--- src/rtl/vmt_pkg.sv ---
// ----------------------------------------------------------------------------
// vmt_pkg
// Shared types, widths and register codes for the vertex matrix transform.
// ----------------------------------------------------------------------------
package vmt_pkg;

    localparam int FRAC_BITS_DEF = 16;
    localparam int COORD_W       = 32;
    localparam int NUM_COLS      = 4;
    localparam int NUM_REGS      = 8;
    localparam int REG_SEL_W     = $clog2(NUM_REGS);
    localparam int CFG_INDEX_W   = 4;
    localparam int CFG_DATA_W    = 2 * COORD_W;
    localparam int PROD_W        = 2 * COORD_W;
    localparam int PAIR_W        = PROD_W + 1;
    localparam int SUM_W         = PROD_W + 2;

    typedef logic signed [COORD_W-1:0] coord_t;
    typedef coord_t [NUM_COLS-1:0] vec4_t;

    localparam coord_t COORD_MAX = {1'b0, {(COORD_W-1){1'b1}}};
    localparam coord_t COORD_MIN = {1'b1, {(COORD_W-1){1'b0}}};

    typedef enum logic [REG_SEL_W-1:0] {
        REG_ROW0_COLS01,
        REG_ROW0_COLS23,
        REG_ROW1_COLS01,
        REG_ROW1_COLS23,
        REG_ROW2_COLS01,
        REG_ROW2_COLS23,
        REG_ROW3_COLS01,
        REG_ROW3_COLS23
    } reg_idx_t;

    typedef struct packed {
        logic en1;
        logic en2;
        logic en3;
    } pipe_ctrl_t;

    typedef struct packed {
        coord_t value;
        logic   ovf;
    } lane_result_t;

    // identity matrix with one at the given fraction width
    function automatic logic [CFG_DATA_W-1:0] cfg_reset_value(reg_idx_t idx, int frac);
        logic [CFG_DATA_W-1:0] one;
        logic [CFG_DATA_W-1:0] val;
        one = CFG_DATA_W'(1) << frac;
        case (idx)
            REG_ROW0_COLS01: val = one;
            REG_ROW1_COLS01: val = one << COORD_W;
            REG_ROW2_COLS23: val = one;
            REG_ROW3_COLS23: val = one << COORD_W;
            default:         val = '0;
        endcase
        return val;
    endfunction

endpackage

--- src/rtl/vmt_if.sv ---


interface vmt_result_if;
    import vmt_pkg::*;

    logic   valid;
    logic   ready;
    coord_t out_x;
    coord_t out_y;
    coord_t out_z;
    coord_t out_w;
    logic   overflow;

    modport source (output valid, out_x, out_y, out_z, out_w, overflow, input ready);
    modport sink   (input valid, out_x, out_y, out_z, out_w, overflow, output ready);
endinterface


--- src/rtl/vmt_merge.sv ---
// ----------------------------------------------------------------------------
// vmt_merge
// Joins the four lane results into one result word and holds it in the
// output register until taken.
// ----------------------------------------------------------------------------
module vmt_merge (
    input  logic                  clk,
    input  logic                  rst_n,
    input  vmt_pkg::lane_result_t lane_res [vmt_pkg::NUM_COLS],
    input  logic                  res_valid,
    output logic                  take,
    vmt_result_if.source          result_out
);
    import vmt_pkg::*;

    logic   out_valid_reg;
    coord_t out_x_reg;
    coord_t out_y_reg;
    coord_t out_z_reg;
    coord_t out_w_reg;
    logic   overflow_reg;

    assign take = !out_valid_reg || result_out.ready;

    always_ff @(posedge clk or negedge rst_n)
    begin
        if (!rst_n)
        begin
            out_valid_reg <= 1'b0;
        end
        else if (take)
        begin
            out_valid_reg <= res_valid;
        end
    end

    always_ff @(posedge clk)
    begin
        if (take && res_valid)
        begin
            out_x_reg    <= lane_res[0].value;
            out_y_reg    <= lane_res[1].value;
            out_z_reg    <= lane_res[2].value;
            out_w_reg    <= lane_res[3].value;
            overflow_reg <= lane_res[0].ovf | lane_res[1].ovf
                          | lane_res[2].ovf | lane_res[3].ovf;
        end
    end

    assign result_out.valid    = out_valid_reg;
    assign result_out.out_x    = out_x_reg;
    assign result_out.out_y    = out_y_reg;
    assign result_out.out_z    = out_z_reg;
    assign result_out.out_w    = out_w_reg;
    assign result_out.overflow = overflow_reg;

endmodule

--- src/flat_wrapper.sv ---
// flat-port wrapper written by rule: the top's interface ports become plain ports
module vmt_merge_flat import vmt_pkg::*;
  (clk, rst_n, lane_res, res_valid, take, result_out_valid, result_out_out_x, result_out_out_y, result_out_out_z, result_out_out_w, result_out_overflow, result_out_ready);
  vmt_result_if result_out_i ();
  input  logic clk;
  input  logic rst_n;
  input  vmt_pkg::lane_result_t lane_res[vmt_pkg::NUM_COLS];
  input  logic res_valid;
  output logic take;
  output wire logic [$bits(result_out_i.valid)-1:0] result_out_valid;
  output wire logic [$bits(result_out_i.out_x)-1:0] result_out_out_x;
  output wire logic [$bits(result_out_i.out_y)-1:0] result_out_out_y;
  output wire logic [$bits(result_out_i.out_z)-1:0] result_out_out_z;
  output wire logic [$bits(result_out_i.out_w)-1:0] result_out_out_w;
  output wire logic [$bits(result_out_i.overflow)-1:0] result_out_overflow;
  input wire logic [$bits(result_out_i.ready)-1:0] result_out_ready;
  assign result_out_valid = result_out_i.valid;
  assign result_out_out_x = result_out_i.out_x;
  assign result_out_out_y = result_out_i.out_y;
  assign result_out_out_z = result_out_i.out_z;
  assign result_out_out_w = result_out_i.out_w;
  assign result_out_overflow = result_out_i.overflow;
  assign result_out_i.ready = result_out_ready;
  vmt_merge u_core (.clk(clk), .rst_n(rst_n), .lane_res(lane_res), .res_valid(res_valid), .take(take), .result_out(result_out_i));
endmodule
--- config.mk ---
export PLATFORM = sky130hd
export DESIGN_NAME = vmt_merge_flat
export DESIGN_NICKNAME = d
export VERILOG_FILES = /design/src/rtl/vmt_pkg.sv /design/src/rtl/vmt_if.sv /design/src/rtl/vmt_merge.sv /design/src/flat_wrapper.sv
export SDC_FILE = /design/constraint.sdc
export NUM_CORES = 1
export LEC_CHECK = 0
export BUFFER_PORTS_ARGS = -buffer_cell sky130_fd_sc_hd__buf_2
export CAP_MARGIN = 20
export CORE_ASPECT_RATIO = 1.4
export CORE_MARGIN = 5
export CORE_UTILIZATION = 40
export DETAILED_ROUTE_END_ITERATION = 6
export GPL_ROUTABILITY_DRIVEN = 0
export PLACE_DENSITY = 0.78
export SKIP_LAST_GASP = 1
export SLEW_MARGIN = 10
export SYNTH_ARGS = -nofsm -noshare
export SYNTH_HDL_FRONTEND = slang
export SYNTH_SLANG_ARGS = --single-unit
--- constraint.sdc ---
create_clock -name clk -period 5.9 [get_ports clk]
set_input_delay 0.885 -clock clk [delete_from_list [all_inputs] [get_ports clk]]
set_output_delay 0.885 -clock clk [all_outputs]
set_load 0.03 [all_outputs]
==> metrics <==
via density per instance roughly 4.4; row count 42; DIE HEIGHT between 100 and 150 um; final setup violating endpoints 0; DRC viols 0; Filler cells between 600 and 700; DRT Wirelength between 9 and 10 mm; worst slew pin tran slightly above 0.8 ns; post-CTS setup buffer count 0; Worst Skew 0.00804 ns; synth unique cells 5; Max-slew headroom 0.456; Clock Sink Count 130; fin area ~6100 um^2; main area contributors after synthesis edfxtp_1 99%, dfrtp_1 0.64%, nand2b_1 0.32%; largest family of logic cells by synthesized area simple AND/OR/NAND/NOR gates; Initial DRC Count ~140; worst path bufs/invs 2; fin crit share 0.430; Post-Synthesis Cell Area 3930 um^2; final hold violations 0; max-slew violations 0; CP required 5.93 ns; # port buffers 266; Final Core Density 0.638; Gate Count Post-Synth about 130; # IOs 267; fraction of layout cells with a size suffix above 1 0.686; Leakage 2.60 nW; initial antenna violation count 3; largest net degree at the start of global routing 67; simple-gate share of the synthesized area 0.00669; area leader, netlist edfxtp_1; Synth Area in Compound Gates 0; CTS max path bufs 2; drt wl/cell about 18 um; core area approximately 9500 um^2; total track usage 0.164; post-synthesis adder-cell area fraction 0; clock period minus worst slack roughly 2.5 ns; Overflow after GRT 0; Initial Utilization 0.413; Register Area 3900 um^2; CTS tree yes; Synth Area in XOR/XNOR 0; Vias between 2,000 and 2,500; vias in the first global route roughly 2,600; DP Area approximately 5400 um^2; Num CTS Buffers 17; Resize count post-CTS 0; CP arrival 2.56 ns; Max Cap Viol 0; CP max stage delay roughly 0.77 ns; ant diodes 0; Synth top area share 0.987; Pwr Density around 400 nW/um^2; clock slew at reported path FFs around 0.06 ns; antenna-violating nets left 0; Multi-input gate area between 20 and 30 um^2; die area roughly 12,000 um^2; RSZ-0062 raised after global routing false; f_max 394 MHz; Post-CTS Hold Buffers 0; outcome completed; #FFs+latches synth 130; Fin Hold WS between 0.2 and 0.3 ns; setup TNS 0 ns; CP endpoint kind flip-flop; drt pass-1 iters 4; Layout Nets roughly 560; worst setup path category primary input to flip-flop; Worst Setup Start Kind primary input; area delta synth->final 54.7%; Mapped Nets 270; HP Class primary input to asynchronous set/reset pin; Max VDD drop 0.226 mV; Clock Latency Late Sink ~0.4 ns; first-pass GRT wire length 13.9 mm; yosys warns 0; CP top delay family buffers and inverters; H-tree Lvls 4; crit-path cells buf_2, nand2b_1, and2_4, buf_4; syn avg cell area slightly below 30 um^2; Root Buffer clkbuf_16; die width 93.7 um; CP max-delay cell buf_4; sequential share of the synthesized area 0.993; multiplexer share of the synthesized area 0; crit-path max FO 66
[cells in the mapped netlist]
master,instances
edfxtp_1,129
nand2b_1,2
and2_1,1
dfrtp_1,1
or4_1,1
[power by group]
group / internal [W] / total [W] / leakage, nW / switching (W)
Combinational: 0.0000637 / 0.000216 / 1.06 / 0.000153
Sequential: 0.00108 / 0.00109 / 1.24 / 0.0000120
Clock: 0.000748 / 0.00111 / 0.302 / 0.000367
Total: 0.00189 / 0.00242 / 2.60 / 0.000531
[cell type report]
type | instances | share of cell area
clock inverter | 14 | 0.0348
multi-input combinational | 4 | 0.00474
clock buffer | 18 | 0.0707
timing repair buffer | 267 | 0.220
sequential | 130 | 0.642
tap | 132 | 0.0272
[worst paths after layout]
kind | startpoint | endpoint | slack, ns | cells after the start
min | rst_n | u_core.result_out.valid | 0.25 | 1
min in group clk | u_core.result_out.valid | u_core.result_out.valid | 0.57 | 2
max reg2reg | u_core.result_out.valid | u_core.result_out.out_w[30] | 3.55 | 3
min reg2reg | u_core.result_out.valid | u_core.result_out.valid | 0.57 | 2
max in group asynchronous | rst_n | u_core.result_out.valid | 5.56 | 1
max | result_out_ready | u_core.result_out.out_w[30] | 3.36 | 4
[routing by layer]
metal	GRT usage	wire length, um	vias to the layer above
li1	-	-	1126
met1	0.154	3080	1147
met2	0.287	5410	161
met3	0.0788	1130	24
met4	0.0893	269	6
met5	0	26	-
[metrics by stage]
step	worst slack [ns]	power (W)	instances
2_1_floorplan	1.17	0.00123	134
3_3_place_gp	2.98	0.00132	533
3_5_place_dp	2.89	0.00133	533
4_1_cts	3.34	0.00245	565
5_1_grt	3.17	0.00250	565
6_report	3.36	0.00242	565
[cell families after synthesis]
| group | count (synthesis) |
|---|---|
| AND/OR/NAND/NOR | 4 |
| flip-flops | 130 |
[cell usage in the layout, fill, tap and decap left out, drive strengths merged]
| cell type | netlist | final |
|---|---|---|
| and2 | 1 | 1 |
| edfxtp | 129 | 129 |
| dfrtp | 1 | 1 |
| clkinv | 0 | 5 |
| buf | 0 | 267 |
| inv | 0 | 1 |
| bufinv | 0 | 5 |
| nand2b | 2 | 2 |
| clkinvlp | 0 | 3 |
| or4 | 1 | 1 |
| clkbuf | 0 | 18 |
No activity file was read; power rests on OpenSTA's default activity.
