$ cat src/rtl/vmt_pkg.sv
// ----------------------------------------------------------------------------
// vmt_pkg
// Shared types, widths and register codes for the vertex matrix transform.
// ----------------------------------------------------------------------------
package vmt_pkg;

    localparam int FRAC_BITS_DEF = 16;
    localparam int COORD_W       = 32;
    localparam int NUM_COLS      = 4;
    localparam int NUM_REGS      = 8;
    localparam int REG_SEL_W     = $clog2(NUM_REGS);
    localparam int CFG_INDEX_W   = 4;
    localparam int CFG_DATA_W    = 2 * COORD_W;
    localparam int PROD_W        = 2 * COORD_W;
    localparam int PAIR_W        = PROD_W + 1;
    localparam int SUM_W         = PROD_W + 2;

    typedef logic signed [COORD_W-1:0] coord_t;
    typedef coord_t [NUM_COLS-1:0] vec4_t;

    localparam coord_t COORD_MAX = {1'b0, {(COORD_W-1){1'b1}}};
    localparam coord_t COORD_MIN = {1'b1, {(COORD_W-1){1'b0}}};

    typedef enum logic [REG_SEL_W-1:0] {
        REG_ROW0_COLS01,
        REG_ROW0_COLS23,
        REG_ROW1_COLS01,
        REG_ROW1_COLS23,
        REG_ROW2_COLS01,
        REG_ROW2_COLS23,
        REG_ROW3_COLS01,
        REG_ROW3_COLS23
    } reg_idx_t;

    typedef struct packed {
        logic en1;
        logic en2;
        logic en3;
    } pipe_ctrl_t;

    typedef struct packed {
        coord_t value;
        logic   ovf;
    } lane_result_t;

    // identity matrix with one at the given fraction width
    function automatic logic [CFG_DATA_W-1:0] cfg_reset_value(reg_idx_t idx, int frac);
        logic [CFG_DATA_W-1:0] one;
        logic [CFG_DATA_W-1:0] val;
        one = CFG_DATA_W'(1) << frac;
        case (idx)
            REG_ROW0_COLS01: val = one;
            REG_ROW1_COLS01: val = one << COORD_W;
            REG_ROW2_COLS23: val = one;
            REG_ROW3_COLS23: val = one << COORD_W;
            default:         val = '0;
        endcase
        return val;
    endfunction

endpackage

$ cat src/rtl/vmt_if.sv


interface vmt_cfg_if;
    import vmt_pkg::*;

    logic                   valid;
    logic                   ready;
    logic [CFG_INDEX_W-1:0] index;
    logic [CFG_DATA_W-1:0]  data;

    modport source (output valid, index, data, input ready);
    modport sink   (input valid, index, data, output ready);
endinterface

$ cat src/rtl/vmt_cfg_regs.sv
// ----------------------------------------------------------------------------
// vmt_cfg_regs
// Matrix coefficient registers, written through the register channel.
// ----------------------------------------------------------------------------
module vmt_cfg_regs #(
    parameter int FRAC_BITS = vmt_pkg::FRAC_BITS_DEF
) (
    input  logic                              clk,
    input  logic                              rst_n,
    vmt_cfg_if.sink                           cfg,
    output vmt_pkg::vec4_t [vmt_pkg::NUM_COLS-1:0] matrix
);
    import vmt_pkg::*;

    logic [CFG_DATA_W-1:0] regs_reg [NUM_REGS];
    logic                  wr_en;

    assign cfg.ready = 1'b1;
    assign wr_en     = cfg.valid && (cfg.index < CFG_INDEX_W'(NUM_REGS));

    always_ff @(posedge clk or negedge rst_n)
    begin
        if (!rst_n)
        begin
            for (int i = 0; i < NUM_REGS; i++)
            begin
                regs_reg[i] <= cfg_reset_value(reg_idx_t'(i), FRAC_BITS);
            end
        end
        else if (wr_en)
        begin
            regs_reg[cfg.index[REG_SEL_W-1:0]] <= cfg.data;
        end
    end

    always_comb
    begin
        for (int r = 0; r < NUM_COLS; r++)
        begin
            matrix[r][0] = coord_t'(regs_reg[2*r][COORD_W-1:0]);
            matrix[r][1] = coord_t'(regs_reg[2*r][CFG_DATA_W-1:COORD_W]);
            matrix[r][2] = coord_t'(regs_reg[2*r+1][COORD_W-1:0]);
            matrix[r][3] = coord_t'(regs_reg[2*r+1][CFG_DATA_W-1:COORD_W]);
        end
    end

endmodule

$ cat src/flat_wrapper.sv
// flat-port wrapper written by rule: the top's interface ports become plain ports
module vmt_cfg_regs_flat import vmt_pkg::*;
#(
    parameter int FRAC_BITS = vmt_pkg::FRAC_BITS_DEF
)
  (clk, rst_n, matrix, cfg_valid, cfg_index, cfg_data, cfg_ready);
  vmt_cfg_if cfg_i ();
  input  logic clk;
  input  logic rst_n;
  output vmt_pkg::vec4_t [vmt_pkg::NUM_COLS-1:0] matrix;
  input wire logic [$bits(cfg_i.valid)-1:0] cfg_valid;
  input wire logic [$bits(cfg_i.index)-1:0] cfg_index;
  input wire logic [$bits(cfg_i.data)-1:0] cfg_data;
  output wire logic [$bits(cfg_i.ready)-1:0] cfg_ready;
  assign cfg_i.valid = cfg_valid;
  assign cfg_i.index = cfg_index;
  assign cfg_i.data = cfg_data;
  assign cfg_ready = cfg_i.ready;
  vmt_cfg_regs #(.FRAC_BITS(FRAC_BITS)) u_core (.clk(clk), .rst_n(rst_n), .cfg(cfg_i), .matrix(matrix));
endmodule
$ cat config.mk
export PLATFORM = sky130hd
export DESIGN_NAME = vmt_cfg_regs_flat
export DESIGN_NICKNAME = d
export VERILOG_FILES = /design/src/rtl/vmt_pkg.sv /design/src/rtl/vmt_if.sv /design/src/rtl/vmt_cfg_regs.sv /design/src/flat_wrapper.sv
export SDC_FILE = /design/constraint.sdc
export NUM_CORES = 1
export LEC_CHECK = 0
export BUFFER_PORTS_ARGS = -buffer_cell sky130_fd_sc_hd__buf_2
export CORE_AREA = 2 2 229 231
export CTS_CLUSTER_DIAMETER = 150
export DETAILED_ROUTE_END_ITERATION = 8
export DIE_AREA = 0 0 231 233
export SLEW_MARGIN = 15
export SYNTH_ARGS = -nofsm -noshare
export SYNTH_HDL_FRONTEND = slang
export SYNTH_SLANG_ARGS = --single-unit
$ cat constraint.sdc
create_clock -name clk -period 2.6 [get_ports clk]
set_clock_uncertainty 0.15 [all_clocks]
set_input_delay 0.52 -clock clk [delete_from_list [all_inputs] [get_ports clk]]
set_output_delay 0.52 -clock clk [all_outputs]
set_load 0.01 [all_outputs]
==> results of run 1 <==
kinds of logic (layout without fill, tap and decap cells):
kind of cell | after synthesis | after routing | share of synthesized area [%]
buf+inv | 55 | 714 | 3.37
other cells | 1 | 2 | 0.0187
simple gates | 12 | 12 | 0.580
flops | 512 | 512 | 63.9
mux | 512 | 512 | 32.1
where the power goes:
group / leakage (nW) / total (mW) / switching, mW / internal (mW)
sequential: 6.27 / 10.8 / 0.987 / 9.84
combinational: 5.79 / 5.92 / 2.90 / 3.03
clock: 0.877 / 7.72 / 3.14 / 4.58
Yosys cell counts, drive strengths merged:
| library cell | n |
|---|---|
| dfstp | 4 |
| nor3b | 3 |
| buf | 55 |
| mux2 | 512 |
| and3 | 1 |
| conb | 1 |
| nor2 | 2 |
| nand3b | 3 |
| nand2b | 1 |
| dfrtp | 508 |
| nand2 | 2 |
per-stage QoR:
stage	instance area [sq um]	std cells	power (mW)	hold WS [ns]	util, %
2_1_floorplan	20100	1092	13.8	0.0744	-
3_3_place_gp	23700	2330	16.8	0.317	46.3
3_5_place_dp	23700	2330	16.9	0.322	46.3
4_1_cts	25500	2431	24.8	0.0791	49.8
5_1_grt	25500	2432	25.6	0.106	49.8
6_report	25500	2432	24.5	0.116	49.8
metal layers:
metal | share of wire, % | GRT usage, % | vias up
met5 | 0.029 | 0 | -
met1 | 41 | 25.9 | 6186
met3 | 8.0 | 6.43 | 88
met4 | 2.8 | 6.49 | 2
li1 | - | - | 5100
met2 | 48 | 32.6 | 398
layout make-up:
type                    count  area (sq um)  share of cell area (%)
clock inverters            17           213                   0.835
multi-input cells         525          6590                    25.9
flip-flops and latches    512         12800                    50.3
diodes                      1          2.50                 0.00983
well taps                 680           851                    3.34
clock buffers              83          1580                    6.21
repair buffers            614          3400                    13.4
worst paths after layout:
path | endpoint | slack, ns | cells after the start
worst max register to register | u_core.matrix[209] | 1.65 | 1
min in group asynchronous | u_core.matrix[180] | 0.31 | 2
worst max-delay path | matrix[336] | 0.67 | 1
worst min-delay path | u_core.matrix[210] | 0.12 | 2
worst min register to register | u_core.matrix[460] | 0.34 | 1
max in group asynchronous | u_core.matrix[328] | 0.98 | 3
repair_timing:
item	in CTS	in global routing
endpoints found under the hold margin	38	0
buffers inserted	0	0
hold buffers	1	0
==> results.md, run 1 <==
* Post-synth top area share at 63.4%
* PD cells at 961 nW/um^2
* Worst setup SP type: flop
* Max reg flops at 512
* Synth cell types at 20
* Hold Vio Cnt, Final at 0
* Crit end category: output pin
* Top cells by area, synth: dfrtp_1, mux2_2, mux2_4, buf_6, buf_12
* Clock buffer depth at 3
* Reg-to-Reg Start: u_core.matrix[209]
* Final Cycle Share at 74.4%
* Die Wd at 231 um
* Worst path cell trace: buf_2
* Setup TNS at 0 ns
* Initial drt markers at 575
* Largest net degree at the start of global routing at 92
* Max-Cap Viols at 0
* CTS Buf Count at 54
* Worst rel slew slack at 59.9%
* Io pins at 584
* CTS H-tree lvls at 2
* Clock latency on the worst-skew pair at 0.59 ns
* Worst path bufs/invs at 1
* Fmax achieved at 517 MHz
* CTS sink cnt at 512
* Final Wtd Congestion at 0.782
* Sequential-to-total area share from yosys stat at 63.9%
* Worst vdd ir at 0.000668 V
* Vias in the first global route at 12,300
* P_leak at 12.9 nW
* Vias at 11,800
* Die H at 233 um
* DR vias/cell at 4.84
* Final Max Slew Viols at 0
* Num rows at 83
* Status: complete, no violations
* Fin crit period at 1.93 ns
* Slowest stage delay, CP at 0.53 ns
* First-pass GRT wire length at 82,000 um
* Least-Margin Pin Slew at 0.601 ns
* DIE AREA at 53,800 sq um
* Core Region at 51,100 sq um
* Crit Path Max Fanout at 2
* CP Launch Point: u_core.matrix[336]
* WS Path Type: flop to output pin
* Post-Route WL at 55,300 um
* CTS resizes at 0
* Min-delay src: cfg_data[18]
* Area growth syn-to-layout at 27.0%
* Arrival @ worst endpoint at 1.26 ns
* Initial antenna violation count at 2
* RSZ-0062 raised after global routing: false
* Synth Instances at 1,092
* Root Driver: clkbuf_16
* Required time worst endpoint at 1.93 ns
* Final HPWL DP at 37,700 um
* GRT Total Usage at 20.2%
* Slowest CP cell: dfstp_2
* Worst-path clk slew at 0.07 ns
* Final worst slack at 0.666 ns
* # fillers at 4,468
* Worst Hold Class: input pin to flop
* #FFs+latches synth at 512
* Most frequent cells in the layout: buf_2, dfrtp_1, mux2_2, mux2_4, clkbuf_16
* Initial cell density of the core at 39.2%
* Commonest non-fill, non-tap cell in the layout: buf_2
* Syn Nets at 1,163
* Synth area leader: dfrtp_1
* Share of cells above drive strength 1 at 69.3%
* Setup violations, final at 0
* TritonCTS clock tree: built
* CP delay by family, top: flip-flops
* Drt first pass iters at 4
* Yosys warning count at 0
* Netlist Area Pre-Place at 20,100 sq um
* Mean post-synth cell area at 18.4 sq um
* Nets at 1,778
* Port Buf Inserts at 582
* Global route overflow at 0
* Antenna Violating Nets Remaining at 0
* WL per Instance at 22.7 um
* DRC at 0
* Pre-CTS setup slack at 0.405 ns
Power figures use the tool's default switching activity.
==> run 2, diff against run 1 <==
--- a/config.mk
+++ b/config.mk
@@ -6,10 +6,10 @@
 export NUM_CORES = 1
 export LEC_CHECK = 0
 export BUFFER_PORTS_ARGS = -buffer_cell sky130_fd_sc_hd__buf_2
-export CORE_AREA = 2 2 229 231
+export CORE_AREA = 2 2 225 227
 export CTS_CLUSTER_DIAMETER = 150
 export DETAILED_ROUTE_END_ITERATION = 8
-export DIE_AREA = 0 0 231 233
+export DIE_AREA = 0 0 227 229
 export SLEW_MARGIN = 15
 export SYNTH_ARGS = -nofsm -noshare
 export SYNTH_HDL_FRONTEND = slang
==> constraint.sdc (replaced) <==
create_clock -name clk -period 1.8 [get_ports clk]
set_clock_uncertainty 0.15 [all_clocks]
set_input_delay 0.36 -clock clk [delete_from_list [all_inputs] [get_ports clk]]
set_output_delay 0.36 -clock clk [all_outputs]
set_load 0.01 [all_outputs]
==> run 2 against run 1 <==
Compared with the run above: sequential share of layout area fell by 1.9 points; sequential cell count did not move; sequential power rose by 44%.
==> results.md, run 2 (same netlist as run 1, synthesis figures left out) <==
* Status: complete, no violations
* Pre-CTS setup slack at -0.225 ns
* DP Area at 24,200 sq um
* DRC at 0
* CTS Buf Count at 54
* Share of cells above drive strength 1 at 67.8%
* Final Cycle Share at 97.1%
* Crit Path Max Fanout at 2
* Initial cell density of the core at 40.4%
* Slowest stage delay, CP at 0.53 ns
* Die H at 229 um
* Final worst slack at 0.0524 ns
* Num rows at 82
* Worst setup SP type: flop
* Max reg flops at 512
* Clock buffer depth at 3
* Post-Route WL at 57,300 um
* Max-Cap Viols at 0
* Final Util at 53.3%
* PD cells at 1330 nW/um^2
* Post-CTS Setup Repair Bufs at 0
* Setup violations, final at 0
* Final Wtd Congestion at 0.800
* Area growth syn-to-layout at 32.0%
* Commonest non-fill, non-tap cell in the layout: buf_2
* First-pass GRT wire length at 85,600 um
* Clock latency on the worst-skew pair at 0.58 ns
* WS Path Type: flop to output pin
* CTS sink cnt at 512
* Initial antenna violation count at 1
* Antenna Violating Nets Remaining at 0
* # diodes at 0
* Crit end category: output pin
* WL per Instance at 22.8 um
* Global route overflow at 0
* Hold Vio Cnt, Final at 0
* Worst vdd ir at 0.00102 V
* TritonCTS clock tree: built
* Port Buf Inserts at 582
* Nets at 1,872
* Placed Cells at 2,359
* Final hold slack at 0.0343 ns
* CTS H-tree lvls at 2
* Final Max Slew Viols at 0
* Most frequent cells in the layout: buf_2, dfrtp_1, mux2_2, mux2_4, dlygate4sd3_1
* DR vias/cell at 4.79
* RSZ-0062 raised after global routing: false
* Fin crit period at 1.75 ns
* Slowest CP cell: dfstp_2
* Arrival @ worst endpoint at 1.24 ns
* Vias at 12,000
* Worst path bufs/invs at 1
* Finished Cell Area at 26,500 sq um
* Final Non-Filler Cells at 2,514
* Fmax achieved at 572 MHz
* Drt first pass iters at 4
* Root Driver: clkbuf_16
* P_leak at 13.4 nW
* Die Wd at 227 um
* Io pins at 584
* CP delay by family, top: flip-flops
* Vias in the first global route at 13,100
* Core Region at 49,700 sq um
* Final HPWL DP at 40,600 um
* GRT Total Usage at 21.9%
* Initial drt markers at 534
* Required time worst endpoint at 1.29 ns
* Worst Hold Class: input pin to flop
* Worst-path clk slew at 0.06 ns
* DIE AREA at 52,000 sq um
* Largest net degree at the start of global routing at 63
* Setup TNS at 0 ns
* Worst path cell trace: buf_2
* Pwr Total at 35.2 mW
## run 2: cell type report
| cell class | instances | area, sq um |
|---|---|---|
| flip-flops and latches | 512 | 12800 |
| clock inverters | 12 | 116 |
| well taps | 672 | 841 |
| repair buffers | 708 | 4500 |
| fillers | 4215 | 23200 |
| clock buffers | 85 | 1610 |
| multi-input cells | 525 | 6590 |
## run 2: metal layers
layer	global-route usage (%)	routed length, um	vias up
li1	-	-	5286
met1	28.0	23900	6250
met2	35.4	27200	417
met3	6.62	4580	90
met4	7.37	1630	0
met5	0	0	-
## run 2: timing repair
item                       4_1_cts  5_1_grt
setup endpoints to repair        0        2
gates resized for setup          0        2
hold buffers                    58        0
hold endpoints to repair       881        0
## run 2: worst paths after layout
kind / from / slack, ns / depth (start not counted) / to
worst max-delay path: u_core.matrix[496] / 0.05 / 1 / matrix[496]
worst min-delay path: cfg_data[3] / 0.03 / 2 / u_core.matrix[131]
worst max register to register: u_core.matrix[202] / 0.85 / 1 / u_core.matrix[202]
worst min register to register: u_core.matrix[458] / 0.34 / 1 / u_core.matrix[458]
max in group asynchronous: rst_n / 0.69 / 4 / u_core.matrix[350]
min in group asynchronous: rst_n / 0.06 / 2 / u_core.matrix[389]
## run 2: where the power goes
| group | internal, mW | switching (mW) |
|---|---|---|
| registers | 14.2 | 1.43 |
| clock network | 6.38 | 4.47 |
| logic | 4.52 | 4.23 |
| total | 25.1 | 10.1 |
==> run 3, diff against run 2 <==
--- a/config.mk
+++ b/config.mk
@@ -7,9 +7,9 @@
 export LEC_CHECK = 0
 export BUFFER_PORTS_ARGS = -buffer_cell sky130_fd_sc_hd__buf_2
 export CORE_AREA = 2 2 225 227
-export CTS_CLUSTER_DIAMETER = 150
 export DETAILED_ROUTE_END_ITERATION = 8
 export DIE_AREA = 0 0 227 229
+export PLACE_DENSITY = 0.66
 export SLEW_MARGIN = 15
 export SYNTH_ARGS = -nofsm -noshare
 export SYNTH_HDL_FRONTEND = slang
==> run 3 against run 2 <==
Compared with the run above: highest routed layer is now met5; clock power grew 5%; non-clock buffer count shrank 7; count of clock-buffer cells in the layout shrank 3; setup slack lost 0.0038 ns; total power grew 0.98%; critical endpoint unchanged; maximum frequency shrank 0.22%; design area shrank 0.36%; critical path type unchanged; wire length shrank 4.9%; via count grew 0.91%; first-iteration DRC count shrank 13%; critical path depth is the same; combinational power shrank 0.9%.
==> results.md, run 3 (same netlist as run 1, synthesis figures left out) <==
* Core Region at 49,700 sq um
* Initial antenna violation count at 2
* Arrival @ worst endpoint at 1.24 ns
* Worst-path clk slew at 0.06 ns
* Initial drt markers at 463
* Num rows at 82
* Finished Cell Area at 26,400 sq um
* Nets at 1,865
* Clock buffer depth at 3
* Die Wd at 227 um
* Post-Route WL at 54,400 um
* DIE AREA at 52,000 sq um
* RSZ-0062 raised after global routing: true
* WL per Instance at 21.7 um
* Drt first pass iters at 4
* Worst path cell trace: buf_6
* Io pins at 584
* Crit Path Max Fanout at 2
* Area growth syn-to-layout at 31.5%
* FF-to-FF setup slack at 0.84 ns
* GRT Total Usage at 20.9%
* Final HPWL DP at 38,000 um
* DR vias/cell at 4.84
* Commonest non-fill, non-tap cell in the layout: buf_2
* CTS H-tree lvls at 2
* Final Max Slew Viols at 0
* Crit end category: output pin
* Max-Cap Viols at 0
* First-pass GRT wire length at 82,500 um
* CTS Buf Count at 54
* Root Driver: clkbuf_16
* Status: complete, no violations
* DRC at 0
* Worst Hold Class: input pin to flop
* WS Path Type: flop to output pin
* Setup violations, final at 0
* TritonCTS clock tree: built
* Largest net degree at the start of global routing at 94
* Global route overflow at 0
* Worst vdd ir at 0.000862 V
* Required time worst endpoint at 1.29 ns
* Vias at 12,200
* Hold Vio Cnt, Final at 0
* # diodes at 0
* PD cells at 1350 nW/um^2
* Worst setup SP type: flop
* CTS sink cnt at 512
* Final Cycle Share at 97.3%
* Fin crit period at 1.75 ns
* Share of cells above drive strength 1 at 68.2%
* Most frequent cells in the layout: buf_2, dfrtp_1, mux2_2, mux2_4, dlygate4sd3_1
* Slowest CP cell: dfstp_2
* Final hold slack at 0.0339 ns
* P_leak at 13.4 nW
* Antenna Violating Nets Remaining at 0
* Vias in the first global route at 13,100
* Die H at 229 um
* Fmax achieved at 571 MHz
* Max reg flops at 512
* Initial cell density of the core at 40.4%
* Port Buf Inserts at 582
* Final Wtd Congestion at 0.825
* Slowest stage delay, CP at 0.55 ns
* CP delay by family, top: flip-flops
* Worst path bufs/invs at 1
* Clock latency on the worst-skew pair at 0.58 ns
* DP Area at 24,000 sq um
-- run 3: cell type report --
cell class | count | area, sq um
repair buffers | 701 | 4300
flip-flops and latches | 512 | 12800
multi-input cells | 525 | 6590
fillers | 4187 | 23300
clock buffers | 82 | 1650
clock inverters | 17 | 185
well taps | 672 | 841
-- run 3: report_power, final --
part	total (mW)	internal (mW)	switching, mW
Clock	11.3	6.73	4.56
Combinational	8.66	4.51	4.16
Sequential	15.6	14.2	1.41
-- run 3: stage by stage --
step                      cells  setup TNS, ns  utilization [%]  setup WS (ns)  power, mW
after floorplan            1092              0                -          0.124       20.0
after global placement     2352         -73.35             48.2         -0.267       24.2
after detailed placement   2352         -72.70             48.2         -0.244       24.4
after CTS                  2509              0             53.1        0.00569       36.0
after global routing       2509        -0.0138             53.1        -0.0135       37.2
final                      2509              0             53.1         0.0486       35.6
-- run 3: final timing paths --
kind | start | endpoint | cells after the start
hold / removal | cfg_data[63] | u_core.matrix[447] | 2
setup reg to reg | u_core.matrix[213] | u_core.matrix[213] | 1
hold reg to reg | u_core.matrix[460] | u_core.matrix[460] | 1
min in group asynchronous | rst_n | u_core.matrix[252] | 2
max in group asynchronous | rst_n | u_core.matrix[16] | 4
setup / recovery | u_core.matrix[496] | matrix[496] | 1
-- run 3: layer usage --
layer	track usage, %	routed length [um]
met5	0	27
met1	26.7	22500
met3	6.02	3860
met2	33.9	26300
met4	7.01	1710
-- run 3: repair_timing --
| action | in CTS | in global routing |
|---|---|---|
| buffers inserted | 0 | 0 |
| resized for setup | 2 | 0 |
| hold buffers | 58 | 0 |
| endpoints found under the setup margin | 2 | 2 |
| endpoints found under the hold margin | 758 | 0 |
